==> src/deq_pkg.sv <==
// Package for the double-ended queue: payload types, codes and shared constants.
package deq_pkg;

  localparam int DEPTH_DEF = 16;
  localparam int VALUE_W   = 32;
  localparam int COUNT_W   = 5;

  // request codes
  localparam logic [1:0] REQ_PUSH_HEAD = 2'd0;
  localparam logic [1:0] REQ_PUSH_TAIL = 2'd1;
  localparam logic [1:0] REQ_POP_HEAD  = 2'd2;
  localparam logic [1:0] REQ_POP_TAIL  = 2'd3;

  // status codes
  localparam logic [1:0] ST_OK         = 2'd0;
  localparam logic [1:0] ST_POP_EMPTY  = 2'd1;
  localparam logic [1:0] ST_PUSH_FULL  = 2'd2;

  typedef struct packed {
    logic [1:0]                req_type;
    logic signed [VALUE_W-1:0] push_value;
  } in_beat_t;

  typedef struct packed {
    logic signed [VALUE_W-1:0] pop_value;
    logic [1:0]                status;
    logic [COUNT_W-1:0]        count_after;
    logic                      is_empty;
  } out_beat_t;

  typedef enum logic {
    S_IDLE,
    S_READ
  } state_t;

  // controller -> datapath
  typedef struct packed {
    logic accept;
    logic load_pop;
  } ctrl_cmd_t;

  // datapath -> controller
  typedef struct packed {
    logic rd_needed;
  } dp_stat_t;

endpackage

==> src/deq_ram.sv <==
// Generic single-port-write, registered-read RAM.
module deq_ram #(
  parameter int WIDTH = 32,
  parameter int DEPTH = 16,
  localparam int AW   = (DEPTH > 1) ? $clog2(DEPTH) : 1
) (
  input  logic             clk,
  input  logic             we,
  input  logic [AW-1:0]    waddr,
  input  logic [WIDTH-1:0] wdata,
  input  logic             re,
  input  logic [AW-1:0]    raddr,
  output logic [WIDTH-1:0] rdata
);

  logic [WIDTH-1:0] mem_r [DEPTH];
  logic [WIDTH-1:0] rdata_r;

  always_ff @(posedge clk) begin
    if (we) begin
      mem_r[waddr] <= wdata;
    end
    if (re) begin
      rdata_r <= mem_r[raddr];
    end
  end

  assign rdata = rdata_r;

endmodule

==> src/deq_ctrl.sv <==
// Controller: handshake, output valid and the wait state for a slot read.
module deq_ctrl
  import deq_pkg::*;
(
  input  logic      clk,
  input  logic      rst_n,
  input  logic      in_valid,
  output logic      in_ready,
  output logic      out_valid,
  input  logic      out_ready,
  input  dp_stat_t  stat,
  output ctrl_cmd_t cmd
);

  state_t state_r, state_nxt;
  logic   out_valid_r, out_valid_nxt;

  always_ff @(posedge clk) begin
    if (!rst_n) begin
      state_r     <= S_IDLE;
      out_valid_r <= 1'b0;
    end else begin
      state_r     <= state_nxt;
      out_valid_r <= out_valid_nxt;
    end
  end

  always_comb begin
    in_ready      = (state_r == S_IDLE) && (!out_valid_r || out_ready);
    cmd.accept    = in_valid && in_ready;
    cmd.load_pop  = 1'b0;
    state_nxt     = state_r;
    out_valid_nxt = out_valid_r && !out_ready;
    case (state_r)
      S_IDLE: begin
        if (cmd.accept) begin
          if (stat.rd_needed) begin
            state_nxt = S_READ;
          end else begin
            out_valid_nxt = 1'b1;
          end
        end
      end
      S_READ: begin
        // slot data is back from the RAM
        cmd.load_pop  = 1'b1;
        out_valid_nxt = 1'b1;
        state_nxt     = S_IDLE;
      end
      default: begin
        state_nxt = S_IDLE;
      end
    endcase
  end

  assign out_valid = out_valid_r;

endmodule

==> src/deq_dp.sv <==
// Datapath: head index, count, ring address math, slot RAM and result register.
module deq_dp
  import deq_pkg::*;
#(
  parameter int DEPTH = DEPTH_DEF
) (
  input  logic      clk,
  input  logic      rst_n,
  input  in_beat_t  in_data,
  input  ctrl_cmd_t cmd,
  output dp_stat_t  stat,
  output out_beat_t out_data
);

  localparam int IDX_W = $clog2(DEPTH);
  localparam int CNT_W = $clog2(DEPTH + 1);
  localparam int SUM_W = IDX_W + 1;
  localparam logic [IDX_W-1:0] LAST_IDX = IDX_W'(DEPTH - 1);
  localparam logic [SUM_W-1:0] DEPTH_S  = SUM_W'(DEPTH);
  localparam logic [CNT_W-1:0] FULL_CNT = CNT_W'(DEPTH);

  logic [IDX_W-1:0] head_r, head_nxt;
  logic [CNT_W-1:0] count_r, count_nxt;
  out_beat_t        out_data_r;

  logic             is_push, full, empty, push_ok, pop_ok;
  logic [IDX_W-1:0] head_dec, head_inc, tail_pos;
  logic [CNT_W-1:0] offset;
  logic [SUM_W-1:0] tail_sum;
  logic [IDX_W-1:0] waddr, raddr;
  logic [1:0]       status;
  logic [VALUE_W-1:0] rdata;

  always_comb begin
    is_push  = in_data.req_type inside {REQ_PUSH_HEAD, REQ_PUSH_TAIL};
    full     = (count_r == FULL_CNT);
    empty    = (count_r == '0);
    push_ok  = is_push && !full;
    pop_ok   = !is_push && !empty;

    head_dec = (head_r == '0) ? LAST_IDX : head_r - 1'b1;
    head_inc = (head_r == LAST_IDX) ? '0 : head_r + 1'b1;

    // tail slot: head + count on push, head + count - 1 on pop
    offset   = is_push ? count_r : count_r - 1'b1;
    tail_sum = SUM_W'(head_r) + SUM_W'(offset);
    tail_pos = (tail_sum >= DEPTH_S) ? IDX_W'(tail_sum - DEPTH_S) : IDX_W'(tail_sum);

    waddr    = (in_data.req_type == REQ_PUSH_HEAD) ? head_dec : tail_pos;
    raddr    = (in_data.req_type == REQ_POP_HEAD)  ? head_r   : tail_pos;

    head_nxt  = head_r;
    count_nxt = count_r;
    if (push_ok) begin
      count_nxt = count_r + 1'b1;
      if (in_data.req_type == REQ_PUSH_HEAD) begin
        head_nxt = head_dec;
      end
    end else if (pop_ok) begin
      count_nxt = count_r - 1'b1;
      if (in_data.req_type == REQ_POP_HEAD) begin
        head_nxt = head_inc;
      end
    end

    if (is_push) begin
      status = full ? ST_PUSH_FULL : ST_OK;
    end else begin
      status = empty ? ST_POP_EMPTY : ST_OK;
    end

    stat.rd_needed = pop_ok;
  end

  always_ff @(posedge clk) begin
    if (!rst_n) begin
      head_r  <= '0;
      count_r <= '0;
    end else if (cmd.accept) begin
      head_r  <= head_nxt;
      count_r <= count_nxt;
    end
  end

  always_ff @(posedge clk) begin
    if (cmd.accept) begin
      out_data_r.pop_value   <= '0;
      out_data_r.status      <= status;
      out_data_r.count_after <= COUNT_W'(count_nxt);
      out_data_r.is_empty    <= (count_nxt == '0);
    end else if (cmd.load_pop) begin
      out_data_r.pop_value   <= rdata;
    end
  end

  deq_ram #(
    .WIDTH(VALUE_W),
    .DEPTH(DEPTH)
  ) u_slots (
    .clk  (clk),
    .we   (cmd.accept && push_ok),
    .waddr(waddr),
    .wdata(in_data.push_value),
    .re   (cmd.accept && pop_ok),
    .raddr(raddr),
    .rdata(rdata)
  );

  assign out_data = out_data_r;

endmodule

==> src/double_ended_queue_top.sv <==
// Top level of the double-ended queue: controller, datapath and checks.
//
// Usage:
//   Input channel in_valid/in_ready/in_data carries one request per beat:
//   req_type (push head, push tail, pop head, pop tail) and push_value.
//   Output channel out_valid/out_ready/out_data returns exactly one result
//   beat per request: pop_value, status, count_after and is_empty.
// Request flow:
//   Push, and a pop that finds the deque empty, update the ring in the
//   accept cycle; the result is valid the next cycle, one request a cycle
//   while out_ready drains the output. A successful pop reads its slot from
//   the registered-read slot RAM; the result register loads it in S_READ,
//   and no new request is taken until that read wait is over.
// Reset:
//   rst_n low (synchronous) empties the deque: head and count go to zero and
//   no result is pending. Slot contents are not cleared and need no pass.
// Stall:
//   The result sits in an output register until out_ready. A new request is
//   taken while that register is empty or being drained in the same cycle;
//   otherwise, and during a slot read wait, in_ready stays low.
module double_ended_queue_top
  import deq_pkg::*;
#(
  parameter int DEPTH = DEPTH_DEF
) (
  input  logic      clk,
  input  logic      rst_n,
  input  logic      in_valid,
  output logic      in_ready,
  input  in_beat_t  in_data,
  output logic      out_valid,
  input  logic      out_ready,
  output out_beat_t out_data
);

  ctrl_cmd_t cmd;
  dp_stat_t  stat;

  // handshake and read wait
  deq_ctrl u_ctrl (
    .clk      (clk),
    .rst_n    (rst_n),
    .in_valid (in_valid),
    .in_ready (in_ready),
    .out_valid(out_valid),
    .out_ready(out_ready),
    .stat     (stat),
    .cmd      (cmd)
  );

  // ring pointers, slot storage, result register
  deq_dp #(
    .DEPTH(DEPTH)
  ) u_dp (
    .clk     (clk),
    .rst_n   (rst_n),
    .in_data (in_data),
    .cmd     (cmd),
    .stat    (stat),
    .out_data(out_data)
  );

`ifndef SYNTHESIS
  // no request taken while an unread result would be overwritten
  a_no_overrun: assert property (@(posedge clk) disable iff (!rst_n)
    in_ready |-> (!out_valid || out_ready))
    else $error("request accepted over a stalled result");

  // a pop that reads a slot produces its result after the read cycle
  a_pop_result: assert property (@(posedge clk) disable iff (!rst_n)
    (in_valid && in_ready && stat.rd_needed) |=> (!out_valid && !in_ready) ##1 out_valid)
    else $error("pop result not delivered after slot read");

  // a failed request carries a zero value
  a_fail_zero: assert property (@(posedge clk) disable iff (!rst_n)
    (out_valid && out_data.status != ST_OK) |-> (out_data.pop_value == '0))
    else $error("failed request returned a value");
`endif

endmodule
==> config.mk <==
export PLATFORM = sky130hd
export DESIGN_NAME = double_ended_queue_top
export DESIGN_NICKNAME = d
export VERILOG_FILES = /design/src/deq_pkg.sv /design/src/deq_ram.sv /design/src/deq_ctrl.sv /design/src/deq_dp.sv /design/src/double_ended_queue_top.sv
export SDC_FILE = /design/constraint.sdc
export NUM_CORES = 1
export LEC_CHECK = 0
export BUFFER_PORTS_ARGS = -buffer_cell sky130_fd_sc_hd__buf_2
export CAP_MARGIN = 25
export CORE_UTILIZATION = 35
export DETAILED_ROUTE_END_ITERATION = 10
export PLACE_DENSITY = 0.49
export SYNTH_ARGS = -nofsm -noshare
export SYNTH_HDL_FRONTEND = slang
export SYNTH_HIERARCHICAL = 1
export SYNTH_SLANG_ARGS = --single-unit
==> constraint.sdc <==
create_clock -name clk -period 6.3 [get_ports clk]
set_input_delay 0.63 -clock clk [delete_from_list [all_inputs] [get_ports clk]]
set_output_delay 0.63 -clock clk [all_outputs]
set_load 0.01 [all_outputs]
==> flow_summary.toml <==
[routing]
viasPerCell = 5.18
firstDrtPassIters = 7
drt-initial-drc-count = 810
wire_per_inst_um = 24.8
drcViolationCount = 0
finalWirelength_um = 52800
antenna_violating_nets_post_route = 0
vias = 11000

[place]
dpl.cell_count = 2012
dp_hpwl_um = 29600
io_buffers = 79
place.gp.congestion = 0.724
place_area_um2 = 24400

[yosys]
ys_seq_elements = 595
synth_ff_type = "edfxtp_1"
ys_warn_count = 6
ys_seq_area_frac = 0.764
syn_avg_cell_area_um2 = 20.6
syn-num-nets = 1157
synth_cell_type_count = 56
synth-edff-count = 552
async_reset_ff_frac = 0
synthCells = 1110
syn_area_um2 = 22800

[global_routing]
grt_pass1_wl_um = 79100
first_global_vias = 11600
grt_usage = 0.163
overflow = 0
grt_max_degree = 70
antenna_found_initial = 2

[layout]
drive_above_1_share = 0.295
post-route-util = 0.413
mostFrequentLayoutCells = "552 x edfxtp_1, 128 x mux4_2, 79 x buf_2, 67 x clkbuf_16, 64 x a22oi_1"
final_area_um2 = 26700
antenna-diode-count = 0
nets = 1273
fill_cells = 5720
instances_no_fill = 2131
final_common_cell = "edfxtp_1"
syn_to_final_growth_pct = 16.7

[cts]
ctsResizeCount = 0
clock-root-buffer = "clkbuf_16"
cts_hold_buf = 0
cts_buffers = 66
cts_tree = "built"
clock_latency_ns = 0.60
post-cts-setup-buffers = 0
ctsHtreeMaxLevel = 3
clk_pin_slew_ns = 0.06
numClockSinks = 595
clockBufferDepth = 3

[timing]
period_minus_slack_ns = 4.45
max_slew_margin = 0.328
setup_violations = 0
hold_viol_final = 0
tightest_slew_ns = 0.999
maxSlewViolCount = 0
finClkSkew_ns = 0.0253
post-route-period-util = 0.707
setup-tns-final_ns = 0
fmax_ghz = 0.225
grt_setup_unrepaired = "false"

[power]
clkPwrFrac = 0.383
p_int_w = 0.00768
switching_share = 0.255
ir_worst_vdd_uv = 195
p_per_area_nw_per_um2 = 387
power.switching_w = 0.00263
total_power_w = 0.0103
leakage_nw = 8.58
comb_power_share = 0.171
pwr-share-seq = 0.445

[floorplan]
fp.dieW_um = 257
initial_utilization = 0.354
rows = 93
dieArea_um2 = 66300
core_um2 = 64500
die_y_um = 257
io_pins = 80

[run]
cap_violations = 0

[critical_path]
worstPathRequired_ns = 6.60
cp-end-kind = "flip-flop"
critPathKind = "reg2reg"
worstPathArrival_ns = 4.75
crit_fanout = 24
start_kind = "flip-flop"

[min_path]
hold_path.class = "in2reg"

[status]
status = "complete, no violations"
Yosys cell counts, drive strengths merged, types with 2 or more instances:
| cell | number | area [um^2] |
|---|---|---|
| edfxtp | 552 | 16600 |
| mux4 | 128 | 2880 |
| a22oi | 65 | 493 |
| nor2 | 53 | 199 |
| nand2 | 48 | 180 |
| dfxtp | 43 | 861 |
| mux2i | 38 | 393 |
| buf | 37 | 229 |
| clkbuf | 27 | 101 |
| a21oi | 10 | 50.1 |
| nor2b | 10 | 70.1 |
| ha | 8 | 100 |
| inv | 8 | 30.0 |
| o21ai | 6 | 30.0 |
| xnor2 | 6 | 52.6 |
| and2 | 5 | 31.3 |
| nor3b | 5 | 48.8 |
| nand2b | 4 | 25.0 |
| nand3b | 4 | 30.0 |
| nor3 | 4 | 20.0 |
| o31ai | 4 | 43.8 |
| or3b | 4 | 35.0 |
| a211oi | 3 | 27.5 |
| nand3 | 3 | 15.0 |
| o22ai | 3 | 18.8 |
| o31a | 3 | 26.3 |
| xor2 | 3 | 26.3 |
| a21o | 2 | 15.0 |
| a31oi | 2 | 12.5 |
| mux2 | 2 | 22.5 |
| nor4 | 2 | 18.8 |
| nor4b | 2 | 23.8 |
| nor4bb | 2 | 20.0 |
| o211ai | 2 | 20.0 |
| o21a | 2 | 15.0 |
| o21bai | 2 | 15.0 |
| or2 | 2 | 12.5 |
kinds of logic (layout without fill, tap and decap cells):
kind of cell             Yosys count  count (layout)  synth area share
multiplexers                     168             168             0.144
AND/OR/NAND/NOR                  149             149            0.0322
buffers and inverters             72             238            0.0158
XOR/XNOR                           9               9           0.00345
flip-flops                       595             595             0.764
AO/OA/AOI/OAI                    108             108            0.0352
adder cells (fa/ha/maj)            9               9           0.00526
power groups by stage:
stage | Clock (W) | Combinational (W) | Sequential (W)
detailed placement | 0 | 0.00180 | 0.00468
global placement | 0 | 0.00180 | 0.00468
CTS | 0.00407 | 0.00181 | 0.00460
floorplan | 0 | 0.00123 | 0.00466
finish | 0.00396 | 0.00177 | 0.00460
global route | 0.00420 | 0.00192 | 0.00461
state kept, by name, indices dropped and copies added, names as in the netlist:
signal	flops
u_dp/out_data	40
u_dp/u_slots/rdata	32
u_dp/count_r	5
u_ctrl/state_r	1
u_ctrl/out_valid	1
u_dp/head_r	4
u_dp/u_slots/mem_r	512
worst paths after layout:
check        slack (ns)                   from  depth (start not counted)                        end
max                1.85        u_dp/count_r[0]                         12  u_dp/u_slots/mem_r[1][18]
min                0.34               in_valid                          2             u_ctrl/state_r
max reg2reg        1.85        u_dp/count_r[0]                         12  u_dp/u_slots/mem_r[1][18]
min reg2reg        0.48  u_dp/u_slots/rdata[4]                          2          u_dp/out_data[12]
per-stage QoR:
step / hold WS (ns) / setup WS [ns]
global route: 0.323 / 1.57
detailed placement: 0.471 / 1.75
floorplan: 0.456 / 0.844
CTS: 0.303 / 1.84
global placement: 0.465 / 1.78
finish: 0.338 / 1.85
cell type report:
class	count	area [um^2]	share of cell area
Clock buffer	80	1760	0.0659
Clock inverter	38	477	0.0179
Inverter	8	30.0	0.00113
Multi-Input combinational cell	443	5200	0.195
Sequential cell	595	17400	0.654
Tap cell	855	1070	0.0401
Timing Repair Buffer	112	681	0.0255
layer usage:
metal	track usage	wire length (um)	share of wire
met5	0	14	0.00027
met1	0.228	24000	0.45
met3	0.0325	2290	0.043
met2	0.261	25400	0.48
met4	0.0421	1060	0.020
critical path: stages (launching register included):
cell and delay, ns:
dfxtp_1 0.53, inv_1 0.14, ha_1 0.35, nor2b_1 0.25, o21bai_1 0.21, ha_1 0.29, a21o_1 0.16, a21oi_1 0.19
xnor2_1 0.18, mux2i_1 0.17, or3b_2 0.60, nor2_4 0.75, buf_4 0.33
No activity file was read; power rests on OpenSTA's default activity.
